**src/rtl/core/free_chunk_table_assert.svh**
```systemverilog
// Assertion macros for the free chunk table.
// Included by modules that carry concurrent checks; expects clk and arst_n in scope.
`ifndef FREE_CHUNK_TABLE_ASSERT_SVH
`define FREE_CHUNK_TABLE_ASSERT_SVH

// same-cycle implication
`define FCT_ASSERT_NOW(lbl, ante, cons, msg) \
	lbl: assert property (@(posedge clk) disable iff (!arst_n) (ante) |-> (cons)) \
		else $error(msg);

// next-cycle implication
`define FCT_ASSERT_NEXT(lbl, ante, cons, msg) \
	lbl: assert property (@(posedge clk) disable iff (!arst_n) (ante) |=> (cons)) \
		else $error(msg);

`endif

```
**src/rtl/core/fct_pkg.sv**
```systemverilog
// Shared types and constants for the free chunk table.
// No dependencies; imported by every module of the block.
`timescale 1ns / 1ps

package fct_pkg;

	localparam int CAPACITY_DEF     = 64;
	localparam int ADDRESS_BITS_DEF = 48;

	localparam int ADDR_W      = 48;
	localparam int LEN_W       = 32;
	localparam int IDX_W       = 6;
	localparam int CNT_W       = 7;
	localparam int OP_W        = 2;
	localparam int STATUS_W    = 3;
	localparam int IN_TDATA_W  = 88;
	localparam int OUT_TDATA_W = 88;

	typedef enum logic [OP_W-1:0] {
		OP_ADD    = 2'd0,
		OP_REMOVE = 2'd1,
		OP_READ   = 2'd2,
		OP_CLEAR  = 2'd3
	} op_t;

	typedef enum logic [STATUS_W-1:0] {
		ST_OK        = 3'd0,
		ST_NOT_FOUND = 3'd1,
		ST_FULL      = 3'd2,
		ST_DUPLICATE = 3'd3,
		ST_RANGE     = 3'd4
	} status_t;

	typedef enum logic [2:0] {
		S_IDLE,
		S_SCAN,
		S_MOVE,
		S_FETCH,
		S_DONE
	} state_t;

	typedef struct packed {
		logic    valid;
		status_t status;
	} fct_res_t;

endpackage

```
**src/rtl/core/fct_ctrl.sv**
```systemverilog
// Sequencer for the free chunk table: linear address scan through one comparator,
// swap-remove, append, indexed read and clear. Uses fct_pkg and the assert macros.
`timescale 1ns / 1ps

`include "free_chunk_table_assert.svh"

module fct_ctrl import fct_pkg::*; #(
	parameter int CAPACITY     = CAPACITY_DEF,
	parameter int ADDRESS_BITS = ADDRESS_BITS_DEF,
	parameter int IW           = $clog2(CAPACITY_DEF),
	parameter int CW           = $clog2(CAPACITY_DEF + 1)
) (
	input  logic                    clk,
	input  logic                    arst_n,
	input  logic                    in_valid,
	output logic                    in_ready,
	input  op_t                     in_op,
	input  logic [ADDRESS_BITS-1:0] in_addr,
	input  logic [LEN_W-1:0]        in_len,
	input  logic [IDX_W-1:0]        in_idx,
	output fct_res_t                res,
	output logic [ADDRESS_BITS-1:0] res_addr,
	output logic [LEN_W-1:0]        res_len,
	output logic [CW-1:0]           res_cnt,
	input  logic                    res_take,
	output logic                    rd_en,
	output logic [IW-1:0]           rd_addr,
	input  logic [ADDRESS_BITS-1:0] rd_data_addr,
	input  logic [LEN_W-1:0]        rd_data_len,
	output logic                    we,
	output logic [IW-1:0]           waddr,
	output logic [ADDRESS_BITS-1:0] wdata_addr,
	output logic [LEN_W-1:0]        wdata_len
);

	localparam int CMPW = (CW > IDX_W) ? CW : IDX_W;

	state_t                  state_q, state_n;
	op_t                     op_q;
	status_t                 status_q;
	logic [ADDRESS_BITS-1:0] addr_q;
	logic [LEN_W-1:0]        len_q;
	logic [CW-1:0]           ptr_q;
	logic [CW-1:0]           cnt_q;
	logic                    chk_q;
	logic [IW-1:0]           cmp_q;
	logic [IW-1:0]           pos_q;
	logic [ADDRESS_BITS-1:0] raddr_q;
	logic [LEN_W-1:0]        rlen_q;

	logic                    match;
	logic                    scan_end;
	logic                    full;
	logic                    idx_bad;
	logic [CW-1:0]           cnt_m1;
	logic [IW-1:0]           last_idx;
	logic [CMPW-1:0]         idx_ext;
	logic [CMPW-1:0]         cnt_ext;

	// shared comparator: stored address against the key
	assign match    = chk_q && (rd_data_addr == addr_q);
	assign scan_end = (ptr_q >= cnt_q);
	assign full     = (cnt_q >= CW'(CAPACITY));
	assign cnt_m1   = cnt_q - CW'(1);
	assign last_idx = cnt_m1[IW-1:0];
	assign idx_ext  = CMPW'(in_idx);
	assign cnt_ext  = CMPW'(cnt_q);
	assign idx_bad  = (idx_ext >= cnt_ext);

	always_comb begin
		state_n = state_q;
		unique case (state_q)
			S_IDLE: begin
				if (in_valid) begin
					unique case (in_op)
						OP_ADD:    state_n = full ? S_DONE : S_SCAN;
						OP_REMOVE: state_n = S_SCAN;
						OP_READ:   state_n = idx_bad ? S_DONE : S_FETCH;
						OP_CLEAR:  state_n = S_DONE;
						default:   state_n = S_DONE;
					endcase
				end
			end
			S_SCAN: begin
				if (match) begin
					state_n = (op_q == OP_REMOVE && cmp_q != last_idx) ? S_MOVE : S_DONE;
				end else if (scan_end) begin
					state_n = S_DONE;
				end
			end
			S_MOVE:  state_n = S_DONE;
			S_FETCH: state_n = S_DONE;
			S_DONE: begin
				if (res_take) begin
					state_n = S_IDLE;
				end
			end
			default: state_n = S_IDLE;
		endcase
	end

	always_comb begin
		in_ready   = 1'b0;
		rd_en      = 1'b0;
		rd_addr    = ptr_q[IW-1:0];
		we         = 1'b0;
		waddr      = cnt_q[IW-1:0];
		wdata_addr = addr_q;
		wdata_len  = len_q;
		unique case (state_q)
			S_IDLE: begin
				in_ready = 1'b1;
				rd_addr  = idx_ext[IW-1:0];
				rd_en    = in_valid && (in_op == OP_READ);
			end
			S_SCAN: begin
				if (match && op_q == OP_REMOVE) begin
					rd_en   = 1'b1;
					rd_addr = last_idx;
				end else begin
					rd_en = !scan_end;
				end
				if (!match && scan_end && op_q == OP_ADD) begin
					we = 1'b1;
				end
			end
			S_MOVE: begin
				we         = 1'b1;
				waddr      = pos_q;
				wdata_addr = rd_data_addr;
				wdata_len  = rd_data_len;
			end
			S_FETCH, S_DONE: begin
			end
			default: begin
			end
		endcase
	end

	always_ff @(posedge clk or negedge arst_n) begin
		if (!arst_n) begin
			state_q <= S_IDLE;
			cnt_q   <= '0;
			chk_q   <= 1'b0;
		end else begin
			state_q <= state_n;
			unique case (state_q)
				S_IDLE: begin
					if (in_valid) begin
						op_q     <= in_op;
						addr_q   <= in_addr;
						len_q    <= in_len;
						ptr_q    <= '0;
						chk_q    <= 1'b0;
						status_q <= ST_OK;
						raddr_q  <= '0;
						rlen_q   <= '0;
						unique case (in_op)
							OP_ADD: begin
								if (full) begin
									status_q <= ST_FULL;
								end
							end
							OP_READ: begin
								if (idx_bad) begin
									status_q <= ST_RANGE;
								end
							end
							OP_CLEAR: cnt_q <= '0;
							default: begin
							end
						endcase
					end
				end
				S_SCAN: begin
					chk_q <= !scan_end;
					cmp_q <= ptr_q[IW-1:0];
					if (!scan_end) begin
						ptr_q <= ptr_q + CW'(1);
					end
					if (match) begin
						if (op_q == OP_ADD) begin
							status_q <= ST_DUPLICATE;
						end else begin
							pos_q <= cmp_q;
							cnt_q <= cnt_m1;
						end
					end else if (scan_end) begin
						if (op_q == OP_ADD) begin
							cnt_q <= cnt_q + CW'(1);
						end else begin
							status_q <= ST_NOT_FOUND;
						end
					end
				end
				S_FETCH: begin
					raddr_q <= rd_data_addr;
					rlen_q  <= rd_data_len;
				end
				S_MOVE, S_DONE: begin
				end
				default: begin
				end
			endcase
		end
	end

	assign res.valid  = (state_q == S_DONE);
	assign res.status = status_q;
	assign res_addr   = raddr_q;
	assign res_len    = rlen_q;
	assign res_cnt    = cnt_q;

	`FCT_ASSERT_NOW(a_cnt_bound, 1'b1, cnt_q <= CW'(CAPACITY), "count above capacity")
	`FCT_ASSERT_NOW(a_move_inside, state_q == S_MOVE, CW'(pos_q) < cnt_q, "move target outside table")
	`FCT_ASSERT_NEXT(a_done_hold, state_q == S_DONE, $stable(cnt_q), "count moved while result pending")

endmodule

```
**config.mk**
```make
export PLATFORM = sky130hd
export DESIGN_NAME = fct_ctrl
export DESIGN_NICKNAME = d
export VERILOG_FILES = /design/src/rtl/core/fct_pkg.sv /design/src/rtl/core/fct_ctrl.sv
export VERILOG_INCLUDE_DIRS = /design/src /design/src/rtl/core
export SDC_FILE = /design/constraint.sdc
export NUM_CORES = 1
export LEC_CHECK = 0
export ABC_AREA = 1
export BUFFER_PORTS_ARGS = -buffer_cell sky130_fd_sc_hd__clkbuf_2
export CAP_MARGIN = 20
export CELL_PAD_IN_SITES_DETAIL_PLACEMENT = 0
export CELL_PAD_IN_SITES_GLOBAL_PLACEMENT = 1
export CORE_UTILIZATION = 37
export DETAILED_ROUTE_END_ITERATION = 10
export PLACE_DENSITY = 0.79
export SYNTH_ARGS = -nofsm -noshare
export SYNTH_HDL_FRONTEND = slang
export SYNTH_SLANG_ARGS = --single-unit
```
**constraint.sdc**
```tcl
create_clock -name clk -period 6.7 [get_ports clk]
set_input_delay 2.01 -clock clk [delete_from_list [all_inputs] [get_ports clk]]
set_output_delay 2.01 -clock clk [all_outputs]
set_load 0.02 [all_outputs]
```
After elaboration in Yosys (flattened, before gate mapping)

Cells that the tools add are included.

Bits of input ports: 172
Latch bits: 0
ROM bits: 0
Memory bits (writable): 0
Memories kept: 0
Register bits after elaboration: 195
Word-level logic and storage cells: 105
Output and inout bits: 186

Multipliers: 0
Reductions and logical operators: 23
Divide/modulo/power cells: 0
Bitwise operators: 1
Add/sub/neg operators: 3
Shift operators: 0
Magnitude comparators: 3
Equal/unequal tests: 19
Multiplexer cells: 44

Operators by type and width:

| cell                                              | count |
|---|---|
| two-way mux 48 bit                                | 2 |
| one-hot mux 48 bit (2 select lines)               | 1 |
| two-way mux 32 bit                                | 2 |
| one-hot mux 32 bit (2 select lines)               | 1 |
| two-way mux 7 bit                                 | 8 |
| == test 48 bit                                    | 1 |
| two-way mux 3 bit                                 | 13 |
| one-hot mux 7 bit (2 select lines)                | 2 |
| one-hot mux 3 bit (4 select lines)                | 2 |
| inequality test 3 bit (second input constant)     | 5 |
| adder 7 x 1 -> 7 bit (second input constant)      | 2 |
| two-way mux 6 bit                                 | 2 |
| one-hot mux 3 bit (2 select lines)                | 2 |
| one-hot mux 6 bit (2 select lines)                | 1 |
| AND reduction 6 bit                               | 2 |
| AND reduction 3 bit                               | 3 |
| AND reduction 4 bit                               | 2 |
| >= comparator 6 x 7 -> 1 bit                      | 1 |
| >= comparator 7 bit                               | 1 |
| >= comparator 7 bit (second input constant)       | 1 |
| subtractor 7 x 1 -> 7 bit (second input constant) | 1 |
| == test 3 x 2 -> 1 bit (second input constant)    | 2 |
| logical AND 1 bit                                 | 6 |
| inequality test 6 bit                             | 1 |
| other kinds (16)                                  | 29 |

Logic depth before layout (Yosys ltp)

Gate-level depths: netlist of the first run.

Depth in word-level cells: 7
Depth in mapped cells: 15
Mapped depth without buffers: 15

Worst setup path after synthesis of the first run

No wires, ideal clock.

Path kind: input -> register
Start point: input in_valid
End point: register raddr_q[0], in the netlist res_addr[0] (enable)
Required time: 6155 ps
Library setup time: 545 ps
Buffers on the path: 0
Cell stages on the path: 4
Path slack: 13 ps
Arrival time: 6143 ps
Cells stage by stage: inv_1 nor2_1 inv_1 a21oi_1

Cells in the longest elaborated chain, start to end: 2

Ends and longest elaborated chain:

| element                                | RTL line        | RTL |
|---|---|---|
| start, declared                        | fct_ctrl.sv:15  | `input logic in_valid,` |
| inequality test 2 bit (no source line) | --              |  |
| AND reduction 3 bit (no source line)   | --              |  |
| end signal, assigned                   | fct_ctrl.sv:197 | `raddr_q <= rd_data_addr;` |
| end, declared                          | fct_ctrl.sv:48  | `logic [ADDRESS_BITS-1:0] raddr_q;` |

No other way between the ends.
A chain may end at the register's enable or synchronous reset.

Final worst setup path of the first run

Start point: input rd_data_addr[40]
End point: output rd_addr[0]

Cells in the longest elaborated chain, start to end: 5

Ends and longest elaborated chain:

| element                            | RTL line        | RTL |
|---|---|---|
| start, declared                    | fct_ctrl.sv:28  | `input logic [ADDRESS_BITS-1:0] rd_data_addr,` |
| == test 48 bit                     | fct_ctrl.sv:61  | `assign match = chk_q && (rd_data_addr == addr_q);` |
| logical AND 1 bit                  | fct_ctrl.sv:61  |  |
| logical AND 1 bit                  | fct_ctrl.sv:117 | `if (match && op_q == OP_REMOVE) begin` |
| two-way mux 6 bit                  | fct_ctrl.sv:117 |  |
| one-hot mux 6 bit (2 select lines) | fct_ctrl.sv:110 | `unique case (state_q)` |
| end, declared                      | fct_ctrl.sv:27  | `output logic [IW-1:0] rd_addr,` |

No other way between the ends.

==> impl_results.md, run 1 <==
* Clock latency on the worst-skew pair at 0.44 ns
* Critical-path top delay cell: xnor2_1
* WHS at 0.481 ns
* Hold path start: cmp_q[0]
* Multi-input logic area at 0.00366 mm^2
* Core ar. at 0.0270 mm^2
* Final instance area at 0.0130 mm^2
* Fillers at 2693
* Port bufs at 357
* Worst IR drop on VDD at 0.167 mV
* Part of the power in combinational logic at 0.302
* Final Wtd Congestion at 0.885
* Yosys top cell area share at 0.539
* Synth Flop Type: edfxtp_1
* Crit path DAT at 3.80 ns
* Dominant cells by area after synthesis: edfxtp_1 54%, nand2_1 14%, nor2_1 6.6%, inv_1 6.5%, o21ai_0 4.2%
* DRC viols at 0
* Largest delay share family, worst path: simple AND/OR/NAND/NOR gates
* Hold Path Stages at 0
* RSZ-0062 raised after global routing: no
* First-pass GRT wire length at 49.5 mm
* Boundary Pins at 358
* Max-slew violations at 0
* Vias in the first global route at 8542
* Synth unique cells at 36
* Avg Inst Size Synth at 8.44 um^2
* TNS Setup at 0 ns
* Critical path buffer and inverter count at 3
* RR Endpoint: res_addr[39]
* Syn-to-layout area delta at 27.3%
* CTS tree: yes
* Pint at 2400 uW
* Die H at 168 um
* Final Non-Filler Cells at 1920
* Final min period at 5.81 ns
* Slew margin rel. at 0.286
* Maximum number of pins on one net before global-route repair at 126
* Max-cap violations at 0
* Top-count cell post-synth: nand2_1
* CP max FO at 9
* CP endpoint kind: primary output
* Post-DRT Antenna Nets at 0
* Row count at 60
* Crit path launch type: input port
* Worst Hold Class: flop to flop
* Worst-margin pin slew at 1.07 ns
* Tcrit/Tclk final at 0.868
* Synth Net Count at 1403
* Cts bufs inserted at 17
* Postcts setup bufs at 0
* R2R cell count at 8
* Placed cell area at 0.0124 mm^2
* CTS root buf: clkbuf_16
* Cell mode on critical path: nand3_1
* Clk slew on worst S/H paths at 0.08 ns
* Power Density at 293 mW/mm^2
* Synth Register Bits at 195
* Final Skew at 0.0115 ns
* CTS H-tree lvls at 4
* Final hold violations at 0
* Register Area at 0.00580 mm^2
* Synth warnings at 0
* First drt pass iteration count at 6
* FMAX at 172 MHz
* Clock power frac at 0.276
* Initial Util at 0.379
* Reg power frac at 0.422
* CTS resizes at 0
* Sequential share of the synthesized area at 0.566
* Hold EP: pos_q[0]
* Number of antenna violations at the first check in global routing at 3
* Synth Instances at 1214
* LEAKAGE at 0.00663 uW
* Post-synth EDFFs at 184
* Required @ worst endpoint at 4.69 ns
* Fraction of registers with async set/reset at 0.0564
* Switching power at 1420 uW
* FF-to-FF Start: state_q[1]
* Switching share of power at 0.371
* Top cells by count, synth: 381 x nand2_1, 184 x edfxtp_1, 181 x nor2_1, 176 x inv_1, 85 x o21ai_0
* Crit path cell chain: clkbuf_2 -> xnor2_1 -> nand2_1 -> nor2_1 -> nand3_1 -> nor2_4 -> nand2_4 -> nor2_4 -> inv_2 -> nand2_1 -> nand3_1 -> nand3_1 -> clkbuf_2
* Die area at 0.0284 mm^2
* WS Path Type: input port to primary output
* Overall routed net length at 33.4 mm
* CTS Buffer Depth at 2
* CTS sink cnt at 195
* GRT Resource Usage Total at 0.234
* Remaining Overflow, GRT at 0
* Post-detail-place hpwl at 25.7 mm
* Via density at 4.81
* Synthesized cell area at 0.0102 mm^2
* Hold buffers post-CTS at 0
* Final Setup Violations at 0
* Layout cells sized above 1 at 0.267
* Vias at 9237
* Outcome: complete, no violations
* Final net count at 1753
* R2R setup slack at 3.06 ns
* Iteration-0 DRC Markers at 942
* Dominant cell type by area after synthesis: edfxtp_1
* Die Width at 168 um
* WL per Instance at 17.4 um
* Max incr delay on CP at 0.34 ns
* Placed Instances at 1885
==> worst max path at each step <==
stage | startpoint | end | slack, ns | cells after the start
2_1_floorplan | in_valid | res_addr[0] | 0.01 | 4
3_3_place_gp | rd_data_addr[40] | rd_addr[0] | 0.95 | 13
3_5_place_dp | rd_data_addr[40] | rd_addr[0] | 0.91 | 13
4_1_cts | rd_data_addr[40] | rd_addr[0] | 0.90 | 13
5_1_grt | rd_data_addr[43] | rd_addr[5] | 0.70 | 16
6_report | rd_data_addr[40] | rd_addr[0] | 0.89 | 13
==> cell usage in the layout (no fill, tap or decap), types with 3 or more instances in the layout <==
cell and count:
a21oi_1 23, clkbuf_16 17, inv_1 176, nor3_1 11, o21ai_0 85, nand2_1 381
clkinv_4 3, nand4_1 16, xnor2_1 5, ha_1 17, dfrtp_1 11, nand3b_1 6
inv_6 3, nor2_4 6, edfxtp_1 184, inv_8 5, clkbuf_2 357, nand3_1 35
diode_2 3, xor2_1 11, inv_2 9, nor2_1 179, buf_4 4
==> layout make-up <==
cell class | instances | share of cell area
Antenna cell | 3 | 0.000576
Multi-Input combinational cell | 799 | 0.280
Tap cell | 341 | 0.0327
Timing Repair Buffer | 364 | 0.143
Sequential cell | 195 | 0.445
Inverter | 187 | 0.0538
Clock inverter | 14 | 0.0123
Clock buffer | 17 | 0.0326
==> registers in the layout, indices dropped and copies added, names as in the netlist <==
register,count
addr_q,48
res_addr,48
len_q,32
res_len,32
ptr_q,7
res_cnt,7
cmp_q,6
pos_q,6
state_q,3
status_q,3
op_q,2
chk_q,1
==> per-stage QoR <==
stage	power (uW)	utilization	setup WS, ns
floorplan	2360	-	0.0125
global placement	2780	0.460	0.952
detailed placement	2790	0.460	0.905
CTS	3840	0.482	0.899
global route	4010	0.482	0.700
finish	3820	0.483	0.885
==> logic make-up after synthesis <==
family,share of synthesized area
simple gates,0.257
buf+inv,0.0812
flops,0.566
compound gates,0.0592
xor+xnor,0.0159
fa+ha+maj,0.0208
==> power by group through the flow <==
stage | Clock, uW | Combinational (uW) | Sequential [uW]
after detailed placement | 0 | 1150 | 1640
after CTS | 1070 | 1160 | 1610
after global routing | 1110 | 1270 | 1630
after global placement | 0 | 1150 | 1630
after floorplan | 0 | 654 | 1710
final | 1050 | 1150 | 1610
==> layer usage <==
layer	share of wire	track usage	wire [um]	vias to the layer above
met3	0.057	0.0456	1920	42
met4	0.018	0.0589	596	2
li1	-	-	-	4575
met2	0.49	0.396	16200	294
met5	0.00051	0	17	-
met1	0.44	0.307	14600	4324
(Power assumes the default switching activity.)
==> run 2: changes to the inputs <==
==> constraint.sdc (replaced) <==
create_clock -name clk -period 6.3 [get_ports clk]
set_input_delay 1.89 -clock clk [delete_from_list [all_inputs] [get_ports clk]]
set_output_delay 1.89 -clock clk [all_outputs]
set_load 0.02 [all_outputs]
==> impl_results.md, run 2 (synthesized netlist as in run 1, its figures left out) <==
* First-pass GRT wire length at 50.2 mm
* Clock latency on the worst-skew pair at 0.44 ns
* Commonest non-fill, non-tap cell in the layout: nand2_1
* Final min period at 5.59 ns
* Row count at 60
* Post-detail-place hpwl at 25.8 mm
* Final hold violations at 0
* Port bufs at 357
* Crit path launch type: input port
* Max-cap violations at 0
* First drt pass iteration count at 5
* Die H at 168 um
* Initial Util at 0.379
* GRT Resource Usage Total at 0.236
* CTS resizes at 0
* Final instance area at 0.0130 mm^2
* CP max FO at 9
* Core ar. at 0.0270 mm^2
* Most frequent cells in the layout: 381 x nand2_1, 357 x clkbuf_2, 184 x edfxtp_1
* Boundary Pins at 358
* Final Setup Violations at 0
* Syn-to-layout area delta at 27.4%
* CTS root buf: clkbuf_16
* Vias at 9348
* Worst Hold Class: flop to flop
* Layout cells sized above 1 at 0.266
* Total power at 4060 uW
* FMAX at 179 MHz
* Worst-margin pin slew at 1.06 ns
* Max-slew violations at 0
* CTS tree: yes
* Number of antenna violations at the first check in global routing at 2
* RSZ-0062 raised after global routing: no
* Overall routed net length at 33.4 mm
* Post-DRT Antenna Nets at 0
* CP endpoint kind: primary output
* Remaining Overflow, GRT at 0
* WHS at 0.473 ns
* TNS Setup at 0 ns
* Required @ worst endpoint at 4.41 ns
* Tcrit/Tclk final at 0.888
* Maximum number of pins on one net before global-route repair at 88
* Iteration-0 DRC Markers at 772
* Placed cell area at 0.0124 mm^2
* Outcome: complete, no violations
* Vias in the first global route at 8853
* Crit path DAT at 3.70 ns
* Power Density at 311 mW/mm^2
* CTS sink cnt at 195
* Worst IR drop on VDD at 0.189 mV
* Hold buffers post-CTS at 0
* Die Width at 168 um
* Postcts setup bufs at 0
* LEAKAGE at 0.00663 uW
* Cts bufs inserted at 17
* Die area at 0.0284 mm^2
* WL per Instance at 17.4 um
* Slew margin rel. at 0.290
* CTS H-tree lvls at 4
* Fillers at 2652
* Final Skew at 0.0168 ns
* Final Wtd Congestion at 0.887
* DRC viols at 0
* Clk slew on worst S/H paths at 0.08 ns
* WS Path Type: input port to primary output
* CTS Buffer Depth at 2
* Final net count at 1752
* Via density at 4.87
[run 2: power by group]
part | internal, uW | switching, uW | leakage, uW
Clock | 541 | 582 | 0.000291
Sequential | 1620 | 89.6 | 0.00187
Combinational | 359 | 864 | 0.00447
Total | 2520 | 1540 | 0.00663
[run 2: layout make-up]
cell class                 instances  area, um^2  share of cell area
multi-input combinational        799        3650               0.280
antenna                            2        5.00            0.000384
sequential                       195        5800               0.445
inverter                         187         702              0.0538
timing repair buffer             363        1860               0.142
clock inverter                    15         174              0.0133
tap                              341         427              0.0327
clock buffer                      17         425              0.0326
[run 2: critical path: stages]
cell and delay [ns]:
clkbuf_2 0.09, inv_1 0.06, nand2_1 0.13, nand2_1 0.09, nor2_1 0.18, nand2_1 0.08
nor2_1 0.10, nand2_1 0.10, nor2_4 0.16, nand2_4 0.14, nor2_4 0.22, inv_2 0.10
nand2_1 0.07, nand3_1 0.06, nand3_1 0.08, clkbuf_2 0.17
[run 2: path summary, 6_finish.rpt]
path	startpoint	endpoint	slack, ns	cells after the start
worst min-delay path	cmp_q[1]	pos_q[1]	0.47	0
worst max register to register	state_q[1]	addr_q[11]	2.59	8
worst max-delay path	rd_data_addr[43]	rd_addr[1]	0.71	16
max in group asynchronous	arst_n	res_cnt[6]	4.70	1
min in group asynchronous	arst_n	res_cnt[0]	1.34	1
worst min register to register	cmp_q[1]	pos_q[1]	0.47	0
[run 2: metal layers]
metal	track usage	vias up	wire length, um
li1	-	4575	-
met4	0.0668	0	692
met2	0.401	342	16300
met1	0.309	4391	14300
met5	0	-	0
met3	0.0402	40	2080
[run 2: per-stage QoR]
| step | std cells | utilization | worst slack (ns) |
|---|---|---|---|
| 6_report | 1919 | 0.483 | 0.706 |
| 5_1_grt | 1918 | 0.483 | 0.527 |
| 4_1_cts | 1917 | 0.482 | 0.745 |
| 3_5_place_dp | 1885 | 0.460 | 0.753 |
| 3_3_place_gp | 1885 | 0.460 | 0.758 |
| 2_1_floorplan | 1214 | - | 0.205 |
